## src/sv/pba_pkg.sv

```systemverilog
// ----------------------------------------------------------------------------
// Page bitmap allocator package
// Shared sizes, codes, types and helpers for the allocator core.
// ----------------------------------------------------------------------------
package pba_pkg;

  localparam int PAGE_BYTES = 4096;
  localparam int PAGE_COUNT = 1024;

  localparam int ADDR_W    = 22;
  localparam int COUNT_W   = 23;
  localparam int ACTION_W  = 2;
  localparam int CFG_IDX_W = 2;

  // Used map is held in words of WORD_BITS pages
  localparam int WORD_BITS  = 32;
  localparam int BIT_W      = $clog2(WORD_BITS);
  localparam int WORD_COUNT = (PAGE_COUNT + WORD_BITS - 1) / WORD_BITS;
  localparam int WADDR_W    = (WORD_COUNT > 1) ? $clog2(WORD_COUNT) : 1;
  localparam int PAGE_W     = $clog2(WORD_COUNT * WORD_BITS + 1);

  localparam int PAGE_SHIFT = $clog2(PAGE_BYTES);
  localparam int OFF_W      = $clog2(PAGE_BYTES + 1);
  localparam int SUM_W      = COUNT_W + 1;
  localparam int N_W        = SUM_W - PAGE_SHIFT;

  localparam logic [ACTION_W-1:0] ACT_ALLOC = 2'd0;
  localparam logic [ACTION_W-1:0] ACT_FREE  = 2'd1;
  localparam logic [ACTION_W-1:0] ACT_INIT  = 2'd2;

  localparam logic [CFG_IDX_W-1:0] CFG_KERNEL_END     = 2'd0;
  localparam logic [CFG_IDX_W-1:0] CFG_RESERVED_START = 2'd1;
  localparam logic [CFG_IDX_W-1:0] CFG_RESERVED_END   = 2'd2;

  localparam logic [ADDR_W-1:0] KERNEL_END_RESET     = 22'd0;
  localparam logic [ADDR_W-1:0] RESERVED_START_RESET = 22'd983040;
  localparam logic [ADDR_W-1:0] RESERVED_END_RESET   = 22'd1048575;

  // How a word of the map is rewritten by the mask unit
  typedef enum logic [1:0] {
    MERGE_KEEP,
    MERGE_SET,
    MERGE_CLEAR
  } merge_t;

  // Two half-open page ranges [lo, hi)
  typedef struct packed {
    logic [PAGE_W-1:0] lo1;
    logic [PAGE_W-1:0] hi1;
    logic [PAGE_W-1:0] lo2;
    logic [PAGE_W-1:0] hi2;
  } page_ranges_t;

  // Saturate a page number at the page count
  function automatic logic [PAGE_W-1:0] clip_page(input logic [SUM_W-1:0] v);
    if (v > SUM_W'(PAGE_COUNT)) begin
      return PAGE_W'(PAGE_COUNT);
    end
    return v[PAGE_W-1:0];
  endfunction

  // Map word that holds a page
  function automatic logic [WADDR_W-1:0] word_of(input logic [PAGE_W-1:0] page);
    logic [PAGE_W-1:0] row;
    row = page >> BIT_W;
    return row[WADDR_W-1:0];
  endfunction

endpackage

```

## src/sv/page_bitmap_allocator_core.sv

```systemverilog
// ----------------------------------------------------------------------------
// Page bitmap allocator core
// One used bit per page plus a bump pointer, driven by a small sequencer.
// ----------------------------------------------------------------------------
// The used map lives in a RAM of 32-page words; every access goes through one
// shared mask unit, one word per read/write pair, so cost is set by the words
// touched. An allocate that fits the bump page takes a decode, one
// read-modify-write and a result. A first-fit allocate scans words from page 0:
// a word whose pages are all used or all free is judged whole, a mixed word is
// walked one page per cycle, then each word of the claimed run is rewritten.
// Free rewrites each word it spans and initialize every map word, each after
// a decode and before a hand-off. A failed allocate that fits the map by size
// walks the whole map. The next item is taken while a result still waits in
// the output register. Each map word has a valid flop cleared by reset, so an
// unwritten word reads as all free and there is no clearing pass after reset.
// Configuration writes land at once.
// ----------------------------------------------------------------------------
module page_bitmap_allocator_core (
  input  logic                            clk,
  input  logic                            rst,
  input  logic                            cfg_write_enable,
  input  logic [pba_pkg::CFG_IDX_W-1:0]   cfg_index,
  input  logic [pba_pkg::ADDR_W-1:0]      cfg_data,
  input  logic                            in_valid,
  output logic                            in_ready,
  input  logic [pba_pkg::ACTION_W-1:0]    action,
  input  logic [pba_pkg::ADDR_W-1:0]      address,
  input  logic [pba_pkg::COUNT_W-1:0]     byte_count,
  output logic                            out_valid,
  input  logic                            out_ready,
  output logic [pba_pkg::COUNT_W-1:0]     result_address,
  output logic                            status
);
  import pba_pkg::*;

  typedef enum logic [3:0] {
    S_IDLE,
    S_DECODE,
    S_RANGE_RD,
    S_RANGE_WR,
    S_SCAN_RD,
    S_SCAN_CHK,
    S_SCAN_BIT,
    S_CLAIM,
    S_DONE
  } state_t;

  state_t state;

  // Configuration
  logic [ADDR_W-1:0] kernel_end;
  logic [ADDR_W-1:0] reserved_start;
  logic [ADDR_W-1:0] reserved_end;

  // Bump pointer
  logic [PAGE_W-1:0] bump_page;
  logic [OFF_W-1:0]  bump_offset;

  // Item under work
  logic [ACTION_W-1:0] act;
  logic [ADDR_W-1:0]   addr_q;
  logic [COUNT_W-1:0]  size_q;
  logic [COUNT_W-1:0]  res_q;
  logic                status_q;

  // Sequencer state
  page_ranges_t      ranges;
  merge_t            merge_q;
  logic [WADDR_W-1:0] w;
  logic [WADDR_W-1:0] w_last;
  logic [N_W-1:0]    n_q;
  logic [PAGE_W-1:0] run;
  logic [PAGE_W-1:0] start_q;
  logic [BIT_W-1:0]  bit_idx;
  logic [WORD_BITS-1:0] shreg;

  // Map storage
  logic [WORD_COUNT-1:0] row_valid;
  logic                  rd_valid;
  logic [WORD_BITS-1:0]  ram_rdata;
  logic [WORD_BITS-1:0]  rd_word;
  logic [WORD_BITS-1:0]  mask;
  logic [WORD_BITS-1:0]  word_new;
  logic                  ram_re;
  logic                  ram_we;

  assign in_ready = (state == S_IDLE);
  assign ram_re   = (state == S_RANGE_RD) || (state == S_SCAN_RD);
  assign ram_we   = (state == S_RANGE_WR);
  // A word never written reads as all pages free
  assign rd_word  = rd_valid ? ram_rdata : '0;

  pba_ram #(
    .WIDTH (WORD_BITS),
    .DEPTH (WORD_COUNT)
  ) u_map_ram (
    .clk   (clk),
    .we    (ram_we),
    .waddr (w),
    .wdata (word_new),
    .re    (ram_re),
    .raddr (w),
    .rdata (ram_rdata)
  );

  pba_mask_unit u_mask_unit (
    .row      (w),
    .ranges   (ranges),
    .merge    (merge_q),
    .word_in  (rd_word),
    .mask     (mask),
    .word_out (word_new)
  );

  // --------------------------------------------------------------------------
  // Decode arithmetic
  // --------------------------------------------------------------------------
  logic [OFF_W-1:0]   fit_avail;
  logic               bump_fit;
  logic [COUNT_W-1:0] bump_addr;
  logic [SUM_W-1:0]   need_sum;
  logic [N_W-1:0]     n_pages;
  logic [SUM_W-1:0]   first_sum;
  logic [SUM_W-1:0]   stop_sum;
  logic [PAGE_W-1:0]  free_first;
  logic [PAGE_W-1:0]  free_stop;
  logic [PAGE_W-1:0]  kern_last;
  logic [PAGE_W-1:0]  resv_lo;
  logic [PAGE_W-1:0]  resv_hi;
  logic               resv_ok;

  always_comb begin
    fit_avail = OFF_W'(PAGE_BYTES) - bump_offset;
    bump_fit  = (bump_page < PAGE_W'(PAGE_COUNT)) &&
                (bump_offset <= OFF_W'(PAGE_BYTES)) &&
                (COUNT_W'(fit_avail) >= size_q);
    bump_addr = COUNT_W'({bump_page, {PAGE_SHIFT{1'b0}}}) + COUNT_W'(bump_offset);

    // Pages needed, rounded up
    need_sum = SUM_W'(size_q) + SUM_W'(PAGE_BYTES - 1);
    n_pages  = need_sum[SUM_W-1:PAGE_SHIFT];

    // Free only whole pages inside the byte range
    first_sum  = SUM_W'(addr_q) + SUM_W'(PAGE_BYTES - 1);
    stop_sum   = SUM_W'(addr_q) + SUM_W'(size_q);
    free_first = clip_page(SUM_W'(first_sum[SUM_W-1:PAGE_SHIFT]));
    free_stop  = clip_page(SUM_W'(stop_sum[SUM_W-1:PAGE_SHIFT]));

    kern_last = clip_page(SUM_W'(kernel_end >> PAGE_SHIFT) + SUM_W'(1));
    resv_lo   = clip_page(SUM_W'(reserved_start >> PAGE_SHIFT));
    resv_hi   = clip_page(SUM_W'(reserved_end >> PAGE_SHIFT) + SUM_W'(1));
    resv_ok   = (reserved_start <= reserved_end);
  end

  // --------------------------------------------------------------------------
  // Scan arithmetic
  // --------------------------------------------------------------------------
  logic [WORD_BITS-1:0] free_bits;
  logic                 all_free;
  logic                 none_free;
  logic [PAGE_W:0]      run_word;
  logic [PAGE_W-1:0]    row_base;
  logic [PAGE_W-1:0]    start_word;
  logic [PAGE_W-1:0]    page_bit;
  logic [PAGE_W-1:0]    run_inc;
  logic [PAGE_W-1:0]    start_bit;
  logic                 last_row;
  logic [PAGE_W-1:0]    claim_hi;
  logic [PAGE_SHIFT-1:0] rem;
  logic [OFF_W-1:0]     claim_off;

  always_comb begin
    // During the scan the mask covers the pages that exist
    free_bits  = ~rd_word & mask;
    all_free   = &free_bits;
    none_free  = (free_bits == '0);
    run_word   = (PAGE_W + 1)'(run) + (PAGE_W + 1)'(WORD_BITS);
    row_base   = PAGE_W'({w, {BIT_W{1'b0}}});
    start_word = row_base - run;
    page_bit   = PAGE_W'({w, bit_idx});
    run_inc    = run + PAGE_W'(1);
    start_bit  = page_bit + PAGE_W'(1) - PAGE_W'(n_q);
    last_row   = (w == WADDR_W'(WORD_COUNT - 1));

    claim_hi  = start_q + PAGE_W'(n_q);
    rem       = size_q[PAGE_SHIFT-1:0];
    claim_off = (rem == '0) ? OFF_W'(PAGE_BYTES) : OFF_W'(rem);
  end

  // --------------------------------------------------------------------------
  // Sequencer
  // --------------------------------------------------------------------------
  always_ff @(posedge clk) begin
    if (rst) begin
      state          <= S_IDLE;
      out_valid      <= 1'b0;
      bump_page      <= '0;
      bump_offset    <= '0;
      row_valid      <= '0;
      kernel_end     <= KERNEL_END_RESET;
      reserved_start <= RESERVED_START_RESET;
      reserved_end   <= RESERVED_END_RESET;
    end else begin
      if (cfg_write_enable) begin
        case (cfg_index)
          CFG_KERNEL_END:     kernel_end     <= cfg_data;
          CFG_RESERVED_START: reserved_start <= cfg_data;
          CFG_RESERVED_END:   reserved_end   <= cfg_data;
          default: ;
        endcase
      end

      // Drop the result once taken; the result state refills it itself
      if (out_valid && out_ready && (state != S_DONE)) begin
        out_valid <= 1'b0;
      end

      case (state)
        S_IDLE: begin
          if (in_valid) begin
            act        <= action;
            addr_q     <= address;
            size_q     <= byte_count;
            res_q      <= '0;
            status_q   <= 1'b0;
            ranges.lo2 <= '0;
            ranges.hi2 <= '0;
            state      <= S_DECODE;
          end
        end

        S_DECODE: begin
          case (act)
            ACT_ALLOC: begin
              if (bump_fit) begin
                // Serve from the rest of the bump page
                res_q       <= bump_addr;
                bump_offset <= bump_offset + OFF_W'(size_q);
                ranges.lo1  <= bump_page;
                ranges.hi1  <= bump_page + PAGE_W'(1);
                merge_q     <= MERGE_SET;
                w           <= word_of(bump_page);
                w_last      <= word_of(bump_page);
                state       <= S_RANGE_RD;
              end else if (n_pages == '0) begin
                state <= S_DONE;
              end else if (n_pages > N_W'(PAGE_COUNT)) begin
                status_q <= 1'b1;
                state    <= S_DONE;
              end else begin
                n_q        <= n_pages;
                run        <= '0;
                w          <= '0;
                ranges.lo1 <= '0;
                ranges.hi1 <= PAGE_W'(PAGE_COUNT);
                merge_q    <= MERGE_KEEP;
                state      <= S_SCAN_RD;
              end
            end
            ACT_FREE: begin
              if (free_first < free_stop) begin
                ranges.lo1 <= free_first;
                ranges.hi1 <= free_stop;
                merge_q    <= MERGE_CLEAR;
                w          <= word_of(free_first);
                w_last     <= word_of(free_stop - PAGE_W'(1));
                state      <= S_RANGE_RD;
              end else begin
                state <= S_DONE;
              end
            end
            ACT_INIT: begin
              // Kernel pages and the reserved range in one sweep
              ranges.lo1  <= '0;
              ranges.hi1  <= kern_last;
              ranges.lo2  <= resv_ok ? resv_lo : '0;
              ranges.hi2  <= resv_ok ? resv_hi : '0;
              merge_q     <= MERGE_SET;
              bump_page   <= kern_last;
              bump_offset <= OFF_W'(PAGE_BYTES);
              w           <= '0;
              w_last      <= WADDR_W'(WORD_COUNT - 1);
              state       <= S_RANGE_RD;
            end
            default: state <= S_DONE;
          endcase
        end

        S_RANGE_RD: begin
          rd_valid <= row_valid[w];
          state    <= S_RANGE_WR;
        end

        S_RANGE_WR: begin
          row_valid[w] <= 1'b1;
          if (w == w_last) begin
            state <= S_DONE;
          end else begin
            w     <= w + WADDR_W'(1);
            state <= S_RANGE_RD;
          end
        end

        S_SCAN_RD: begin
          rd_valid <= row_valid[w];
          state    <= S_SCAN_CHK;
        end

        S_SCAN_CHK: begin
          if (all_free) begin
            if (SUM_W'(run_word) >= SUM_W'(n_q)) begin
              start_q <= start_word;
              state   <= S_CLAIM;
            end else begin
              run <= run_word[PAGE_W-1:0];
              if (last_row) begin
                status_q <= 1'b1;
                state    <= S_DONE;
              end else begin
                w     <= w + WADDR_W'(1);
                state <= S_SCAN_RD;
              end
            end
          end else if (none_free) begin
            run <= '0;
            if (last_row) begin
              status_q <= 1'b1;
              state    <= S_DONE;
            end else begin
              w     <= w + WADDR_W'(1);
              state <= S_SCAN_RD;
            end
          end else begin
            // Mixed word: walk it one page a cycle
            shreg   <= free_bits;
            bit_idx <= '0;
            state   <= S_SCAN_BIT;
          end
        end

        S_SCAN_BIT: begin
          if (shreg[0] && (SUM_W'(run_inc) >= SUM_W'(n_q))) begin
            start_q <= start_bit;
            state   <= S_CLAIM;
          end else begin
            run     <= shreg[0] ? run_inc : '0;
            shreg   <= shreg >> 1;
            bit_idx <= bit_idx + BIT_W'(1);
            if (bit_idx == BIT_W'(WORD_BITS - 1)) begin
              if (last_row) begin
                status_q <= 1'b1;
                state    <= S_DONE;
              end else begin
                w     <= w + WADDR_W'(1);
                state <= S_SCAN_RD;
              end
            end
          end
        end

        S_CLAIM: begin
          // Mark the run and move the bump pointer to its last page
          ranges.lo1  <= start_q;
          ranges.hi1  <= claim_hi;
          merge_q     <= MERGE_SET;
          res_q       <= COUNT_W'({start_q, {PAGE_SHIFT{1'b0}}});
          bump_page   <= claim_hi - PAGE_W'(1);
          bump_offset <= claim_off;
          w           <= word_of(start_q);
          w_last      <= word_of(claim_hi - PAGE_W'(1));
          state       <= S_RANGE_RD;
        end

        S_DONE: begin
          // Hold until the output register is free
          if (!out_valid || out_ready) begin
            out_valid      <= 1'b1;
            result_address <= res_q;
            status         <= status_q;
            state          <= S_IDLE;
          end
        end

        default: state <= S_IDLE;
      endcase
    end
  end

endmodule

```

## src/sv/pba_ram.sv

```systemverilog
// ----------------------------------------------------------------------------
// Generic RAM
// One write port and one read port, read data registered.
// ----------------------------------------------------------------------------
module pba_ram #(
  parameter int WIDTH = 32,
  parameter int DEPTH = 32,
  localparam int AW = (DEPTH > 1) ? $clog2(DEPTH) : 1
) (
  input  logic             clk,
  input  logic             we,
  input  logic [AW-1:0]    waddr,
  input  logic [WIDTH-1:0] wdata,
  input  logic             re,
  input  logic [AW-1:0]    raddr,
  output logic [WIDTH-1:0] rdata
);

  logic [WIDTH-1:0] mem [DEPTH];

  always_ff @(posedge clk) begin
    if (we) begin
      mem[waddr] <= wdata;
    end
    if (re) begin
      rdata <= mem[raddr];
    end
  end

endmodule

```

## src/sv/pba_mask_unit.sv

```systemverilog
// ----------------------------------------------------------------------------
// Page bitmap allocator mask unit
// Builds the page mask of one map word from two page ranges and merges it.
// ----------------------------------------------------------------------------
module pba_mask_unit (
  input  logic [pba_pkg::WADDR_W-1:0]   row,
  input  pba_pkg::page_ranges_t         ranges,
  input  pba_pkg::merge_t               merge,
  input  logic [pba_pkg::WORD_BITS-1:0] word_in,
  output logic [pba_pkg::WORD_BITS-1:0] mask,
  output logic [pba_pkg::WORD_BITS-1:0] word_out
);
  import pba_pkg::*;

  for (genvar b = 0; b < WORD_BITS; b++) begin : g_bit
    logic [PAGE_W-1:0] page;
    assign page = PAGE_W'({row, BIT_W'(b)});
    assign mask[b] = ((page >= ranges.lo1) && (page < ranges.hi1)) ||
                     ((page >= ranges.lo2) && (page < ranges.hi2));
  end

  always_comb begin
    case (merge)
      MERGE_SET:   word_out = word_in | mask;
      MERGE_CLEAR: word_out = word_in & ~mask;
      default:     word_out = word_in;
    endcase
  end

endmodule

```

## config.mk

```make
export PLATFORM = sky130hd
export DESIGN_NAME = page_bitmap_allocator_core
export DESIGN_NICKNAME = d
export VERILOG_FILES = /design/src/sv/pba_pkg.sv /design/src/sv/page_bitmap_allocator_core.sv /design/src/sv/pba_ram.sv /design/src/sv/pba_mask_unit.sv
export SDC_FILE = /design/constraint.sdc
export NUM_CORES = 2
export LEC_CHECK = 0
export ABC_AREA = 1
export ABC_CLOCK_PERIOD_IN_PS = 8500
export BUFFER_PORTS_ARGS = -buffer_cell sky130_fd_sc_hd__buf_2
export CAP_MARGIN = 40
export CORE_AREA = 2 2 369 445
export CTS_CLUSTER_DIAMETER = 100
export DETAILED_ROUTE_END_ITERATION = 10
export DIE_AREA = 0 0 371 447
export PLACE_DENSITY = 0.56
export SYNTH_ARGS = -nofsm -noshare
export SYNTH_HDL_FRONTEND = slang
export SYNTH_SLANG_ARGS = --single-unit
```

## constraint.sdc

```tcl
create_clock -name clk -period 8.5 [get_ports clk]
set_input_delay 0.85 -clock clk [delete_from_list [all_inputs] [get_ports clk]]
set_output_delay 0.85 -clock clk [all_outputs]
set_load 0.01 [all_outputs]
```

# Word-level counts from Yosys, hierarchy flattened
# Memory sizes are Yosys's and may differ from the RTL's. A register that Yosys moved wholly into a read port is not among the register bits.
# Index checks and enable logic that the tools add are counted.
[totals]
ff_bits = 350
ram_bits = 1024
inputBits = 76
out_inout_bits = 26
elab_cells = 503
n_memories = 1
[mem_list]
columns = ["memory", "depth", "width", "rd", "rd_clocked_by_memory_dff", "write_ports", "line_no", "rtl"]
rows = [
  ["u_map_ram.mem", 32, 32, 1, 1, 1, "pba_ram.sv:19", "logic [WIDTH-1:0] mem [DEPTH];"],
]
[op_classes]
n_addsub = 19
n_lt_le_gt_ge = 143
n_eq_ne = 44
muxes = 119
bitwise_logic = 10
reduce_logical = 139
[op_table]
columns = ["op", "n"]
rows = [
  ["10-bit by 11-bit greater-or-equal comparator with 1-bit output", 64],
  ["10-bit by 11-bit < comparator with 1-bit output", 64],
  ["11-bit 2-to-1 mux", 25],
  ["22-bit 2-to-1 mux", 6],
  ["32-bit 2-to-1 mux", 4],
  ["32-bit one-hot mux with 2 select lines", 2],
  ["22-bit one-hot mux with 2 select lines", 2],
  ["5-bit 2-to-1 mux", 16],
  ["1-bit logical AND", 70],
  ["23-bit 2-to-1 mux", 3],
  ["23-bit one-hot mux with 3 select lines", 1],
  ["22-bit one-hot mux with 3 select lines", 1],
  ["32-bit AND", 2],
  ["32-bit inverter", 2],
  ["32-bit OR", 2],
  ["4-bit 2-to-1 mux", 13],
  ["13-bit one-hot mux with 2 select lines", 2],
  ["11-bit one-hot mux with 2 select lines", 2],
  ["4-bit one-hot mux with 9 select lines", 1],
  ["1-bit logical OR", 34],
  ["10-bit by 1-bit adder with 11-bit output, second input constant", 3],
  ["11-bit greater-than comparator, second input constant", 3],
  ["11-bit one-hot mux with 3 select lines", 1],
  ["32-bit logical NOT", 1],
  ["69 further kinds", 150],
]

# Logic depth before layout (Yosys ltp)
[depth]
depth_word = 8
ltp_mapped = 31
depth_no_buf = 31

# Modules after synthesis
# A second synthesis with hierarchy kept.
[unflattened]
cells_unflattened = 7089
hier_area_um2 = 67704.9
[modules_own_cells]
columns = ["mod", "n_inst", "cells_each", "area_per_inst_um2", "seq_area_each_um2"]
rows = [
  ["pba_ram", 1, 3536, 42726.0, 31710.4],
  ["page_bitmap_allocator_core", 1, 2691, 21058.9, 8968.6],
  ["pba_mask_unit", 1, 862, 3920.0, 0.0],
]

# Worst setup path after synthesis
# Ideal clock, no wire load.
[synth_timing]
path_kind = "reg2reg"
from = "register w[0]"
to = "register bit_idx[0], enable pin"
setup_time_ns = 0.524
arrival_time_ns = 6.569
required_time_ns = 7.976
setup_slack_ns = 1.407
path_stages_with_launch = 24
path_buffers = 5
period_less_slack_ns = 7.093
path_cell_list = "edfxtp_1 -> clkbuf_1 -> buf_2 -> inv_2 -> clkbuf_1 -> clkbuf_1 -> clkbuf_1 -> ha_1 -> inv_1 -> a21oi_1 -> nor2_1 -> nor2_1 -> nand2_1 -> nand2_1 -> nand2_1 -> nand2_1 -> nor2_1 -> nand2_1 -> nor2_2 -> nand2_1 -> inv_1 -> nor2_1 -> nor2_1 -> nor4_1"
[synth_between]
elab_chain_cells = 7
elab_cells_between_ends = 230
classes_between = "order compare (128); eq/ne (2); bitwise (1); reduce/logical (99)"
[synth_lines]
columns = ["element", "line_no", "rtl"]
rows = [
  ["start: declaration", "page_bitmap_allocator_core.sv:69", "logic [WADDR_W-1:0] w;"],
  ["start signal: assignment", "page_bitmap_allocator_core.sv:242", "w <= word_of(bump_page);"],
  ["start signal: assignment", "page_bitmap_allocator_core.sv:265", "w <= word_of(free_first);"],
  ["start signal: assignment", "page_bitmap_allocator_core.sv:299", "w <= w + WADDR_W'(1);"],
  ["10-bit by 11-bit greater-or-equal comparator with 1-bit output (tied with other cells)", "pba_mask_unit.sv:18", "assign mask[b] = ((page >= ranges.lo1) && (page < ranges.hi1)) ||"],
  ["1-bit logical AND, on equally long branches", "pba_mask_unit.sv:18, pba_mask_unit.sv:19", ""],
  ["1-bit logical OR", "pba_mask_unit.sv:18", ""],
  ["32-bit AND (*)", "page_bitmap_allocator_core.sv:174", "free_bits = ~rd_word & mask;"],
  ["32-bit logical NOT or 32-bit AND reduction (tied branches)", "page_bitmap_allocator_core.sv:176, page_bitmap_allocator_core.sv:175", ""],
  ["2-bit != test (no source line)", "n/a", ""],
  ["5-bit AND reduction (no source line) (*)", "n/a", ""],
  ["end signal: assignment", "page_bitmap_allocator_core.sv:348", "bit_idx <= bit_idx + BIT_W'(1);"],
  ["end: declaration", "page_bitmap_allocator_core.sv:74", "logic [BIT_W-1:0] bit_idx;"],
]
# Mark *: on every way between the ends. The rest lies on a longest branch, timed or not.
# A chain may end at the register's enable or synchronous reset.

# Worst setup path after layout
[layout_timing]
from = "register size_q[12]"
to = "register w_last[2], enable pin"
[layout_between]
elab_chain_cells = 7
elab_cells_between_ends = 10
classes_between = "add/sub (1); order compare (3); eq/ne (2); mux (2); reduce/logical (2)"
[layout_lines]
columns = ["element", "line_no", "rtl"]
rows = [
  ["start: declaration", "page_bitmap_allocator_core.sv:62", "logic [COUNT_W-1:0] size_q;"],
  ["start signal: assignment", "page_bitmap_allocator_core.sv:223", "size_q <= byte_count;"],
  ["22-bit by 23-bit adder with 24-bit output", "page_bitmap_allocator_core.sv:145", "stop_sum = SUM_W'(addr_q) + SUM_W'(size_q);"],
  ["12-bit by 11-bit greater-than comparator with 1-bit output", "pba_pkg.sv:56", "if (v > SUM_W'(PAGE_COUNT)) begin"],
  ["1-bit 2-to-1 mux", "pba_pkg.sv:56", ""],
  ["11-bit 2-to-1 mux", "pba_pkg.sv:59", "return v[PAGE_W-1:0];"],
  ["11-bit < comparator", "page_bitmap_allocator_core.sv:261", "if (free_first < free_stop) begin"],
  ["3-bit != test (no source line)", "n/a", ""],
  ["5-bit AND reduction (no source line) (*)", "n/a", ""],
  ["end signal: assignment", "page_bitmap_allocator_core.sv:243", "w_last <= word_of(bump_page);"],
  ["end signal: assignment", "page_bitmap_allocator_core.sv:266", "w_last <= word_of(free_stop - PAGE_W'(1));"],
  ["end signal: assignment", "page_bitmap_allocator_core.sv:282", "w_last <= WADDR_W'(WORD_COUNT - 1);"],
  ["end: declaration", "page_bitmap_allocator_core.sv:70", "logic [WADDR_W-1:0] w_last;"],
]
# Marks and branches as above.

==> impl_results.md <==
* Syn-to-layout area delta at 12.5%
* Commonest non-fill, non-tap cell in the layout: edfxtp_1
* Mapped Cells at 6184
* All-Layer GR Usage at 0.240
* Final instance area at 72300 µm²
* Synth async-reset ratio at 0
* Post-DP Area at 67700 µm²
* Critical Path RT at 8.94 ns
* Reg-to-reg endpoint: w_last[2]$_DFFE_PP_
* EDFF count, synth at 1278
* Pwr dens at 236 nW/µm²
* Total of max-cap violations at 0
* Via density at 5.51
* Post-Route WL at 201000 µm
* CP most frequent cell: nand2_1
* Final Max Slew Viols at 0
* Global-route wire length before repair at 292000 µm
* Worst path bufs/invs at 3
* CP Capture Type: flip-flop
* Die height at 447 µm
* Synth cell types at 64
* Crit Path Category: flip-flop to flip-flop
* Post-synth top flop: edfxtp_1
* DP Worst Slack at 3.45 ns
* Die Wd at 371 µm
* Crit path largest cell delay at 0.54 ns
* Vias at 46900
* FF-to-FF path depth at 25
* Core area at 162000 µm²
* Gr ovfl total at 0
* Initial DRC count at 4294
* Root buffer cell: clkbuf_16
* Max Clock Skew at 0.0360 ns
* Final Power at 17.1 mW
* Hold Path Class: primary input to flip-flop
* CTS tree: yes
* Dpl hpwl at 125000 µm
* Pin count of the biggest net entering global routing at 164
* Yosys Warn Count at 0
* Setup Total Neg Slack at 0 ns
* Final setup violation count at 0
* Seq cells post-synth at 1393
* Leakage at 27.0 nW
* Final worst slack at 3.41 ns
* Placer Congestion at 0.968
* Inserted Clock Buffers at 145
* Worst Setup SP: size_q[12]$_DFFE_PP_
* Status: complete, no violations
* Worst path depth at 25
* Top Family by Delay on Critical Path: simple AND/OR/NAND/NOR gates
* Setup slack, reg-to-reg at 3.41 ns
* Critical Path Sink: w_last[2]$_DFFE_PP_
* Drc violations at 0
* CTS resizes at 0
* H-tree depth at 4
* CP arrival at 5.53 ns
* # clock sinks at 1393
* Mean Syn Cell Area at 10.4 µm²
* Number of global-route vias before repair at 44700
* Detailed Routing Iterations Pass 1 at 8
* Insertion delay to the later sink of the worst-skew pair at 0.82 ns
* Proportion of layout cells with a drive suffix above 1 at 0.0799
* Fin. Hold Viols at 0
* Nature of the critical path startpoint: flip-flop
* Least-Margin Pin Slew at 0.985 ns
* Fmax at 196 MHz
* Unrepaired setup endpoints after global routing: no
* Hold_buf cts at 0
* Ports at 102
* Slowest CP cell: nor3_1
* Final Cycle Share at 0.599
* Commonest cells after routing, fill and taps aside: edfxtp_1, nor2_1, nand2_1
* Rel. slew slack at 0.343
* Seq/Total Area, Yosys at 0.633
* CTS clk-pin slew, worst paths at 0.07 ns
* Peak supply drop at 0.000146 V
* R2R Path Start: size_q[12]$_DFFE_PP_
* Syn nets at 6446
* Initial core utilization at 0.398
* Layout Nets at 6520
* Routed wire per std cell at 23.7 µm
* Initial antenna violation count at 1
* Antenna Violating Nets Remaining at 0
* Synthesized area at 64300 µm²
* Maximum clock insertion buffer count at 3
* Maximum fanout along the worst path at 9
* Post-CTS Setup Inserts at 0
* Placement row count at 162
* Die area at 166000 µm²
* IO buf count at 101
* Final min period at 5.09 ns
-- worst min-delay path by stage --
stage	slack [ns]	from	depth (start not counted)	end
6_report	0.22	byte_count[5]	1	size_q[5]$_DFFE_PP_
5_1_grt	0.18	byte_count[1]	1	size_q[1]$_DFFE_PP_
4_1_cts	0.16	byte_count[1]	1	size_q[1]$_DFFE_PP_
3_5_place_dp	0.41	res_q[17]$_SDFFCE_PP0P_	0	result_address[17]$_DFFE_PP_
3_3_place_gp	0.40	res_q[1]$_SDFFCE_PP0P_	0	result_address[1]$_DFFE_PP_
2_1_floorplan	0.40	res_q[0]$_SDFFCE_PP0P_	0	result_address[0]$_DFFE_PP_
-- kinds of logic (layout without fill, tap and decap cells) --
group           after synthesis  count (layout)  synth area share
simple gates               2339            2339             0.147
compound gates             1394            1394             0.127
buf+inv                     812             999            0.0483
xor+xnor                     60              60           0.00818
flops                      1393            1393             0.633
fa+ha+maj                   186             186            0.0366
other cells                   0               1                 0
-- synthesized netlist by cell type, types with 8 or more instances --
master | instances | area [µm²]
a211oi_1 | 14 | 105
a21oi_1 | 134 | 671
a221oi_1 | 73 | 639
a22o_1 | 62 | 543
buf_1 | 17 | 63.8
buf_2 | 8 | 40.0
clkbuf_1 | 244 | 916
dfxtp_1 | 115 | 2300
edfxtp_1 | 1278 | 38400
ha_1 | 183 | 2290
inv_1 | 519 | 1950
inv_2 | 9 | 33.8
nand2_1 | 908 | 3410
nand2_2 | 18 | 113
nand3_1 | 181 | 906
nand3b_1 | 8 | 60.1
nand4_1 | 46 | 288
nor2_1 | 1087 | 4080
nor2_2 | 8 | 50.1
nor3_1 | 46 | 230
nor4_1 | 11 | 68.8
o211ai_1 | 37 | 278
o21ai_0 | 735 | 3680
o21bai_1 | 10 | 75.1
o221ai_1 | 8 | 70.1
o22ai_1 | 276 | 1730
xnor2_1 | 12 | 105
xor2_1 | 48 | 420
-- flip-flops by register name, summed over array words and instances (netlist names), 23 cells and up --
signal,flops
u_map_ram.rdata,32
u_map_ram.mem,1024
shreg,32
result_address,23
size_q,23
res_q,23
ranges,43
row_valid,32
-- layer usage --
layer | wire [µm] | track usage | up-vias
li1 | - | - | 21900
met1 | 81300 | 0.298 | 23100
met2 | 101000 | 0.421 | 1516
met3 | 11100 | 0.0327 | 362
met4 | 7620 | 0.0916 | 0
met5 | 0 | 0 | -
-- layout make-up --
class | instances | area (µm²)
Antenna cell | 1 | 2.50
Multi-Input combinational cell | 3979 | 20800
Clock buffer | 193 | 3890
Sequential cell | 1393 | 40700
Tap cell | 2132 | 2670
Clock inverter | 67 | 664
Inverter | 536 | 2030
Timing Repair Buffer | 203 | 1570
Fill cell | 15000 | 89300
-- report_power, final --
group / internal (mW) / switching, mW / leakage (nW)
Sequential: 7.99 / 0.119 / 12.6
Clock: 3.43 / 2.72 / 2.21
Combinational: 0.768 / 2.05 / 12.1
-- stage by stage --
stage	cells	hold WS (ns)	util
final	8504	0.219	0.448
after detailed placement	8242	0.406	0.419
after floorplan	6184	0.400	-
after CTS	8502	0.156	0.447
after global placement	8221	0.403	0.417
after global routing	8504	0.184	0.448
No activity file was read; power rests on OpenSTA's default activity.
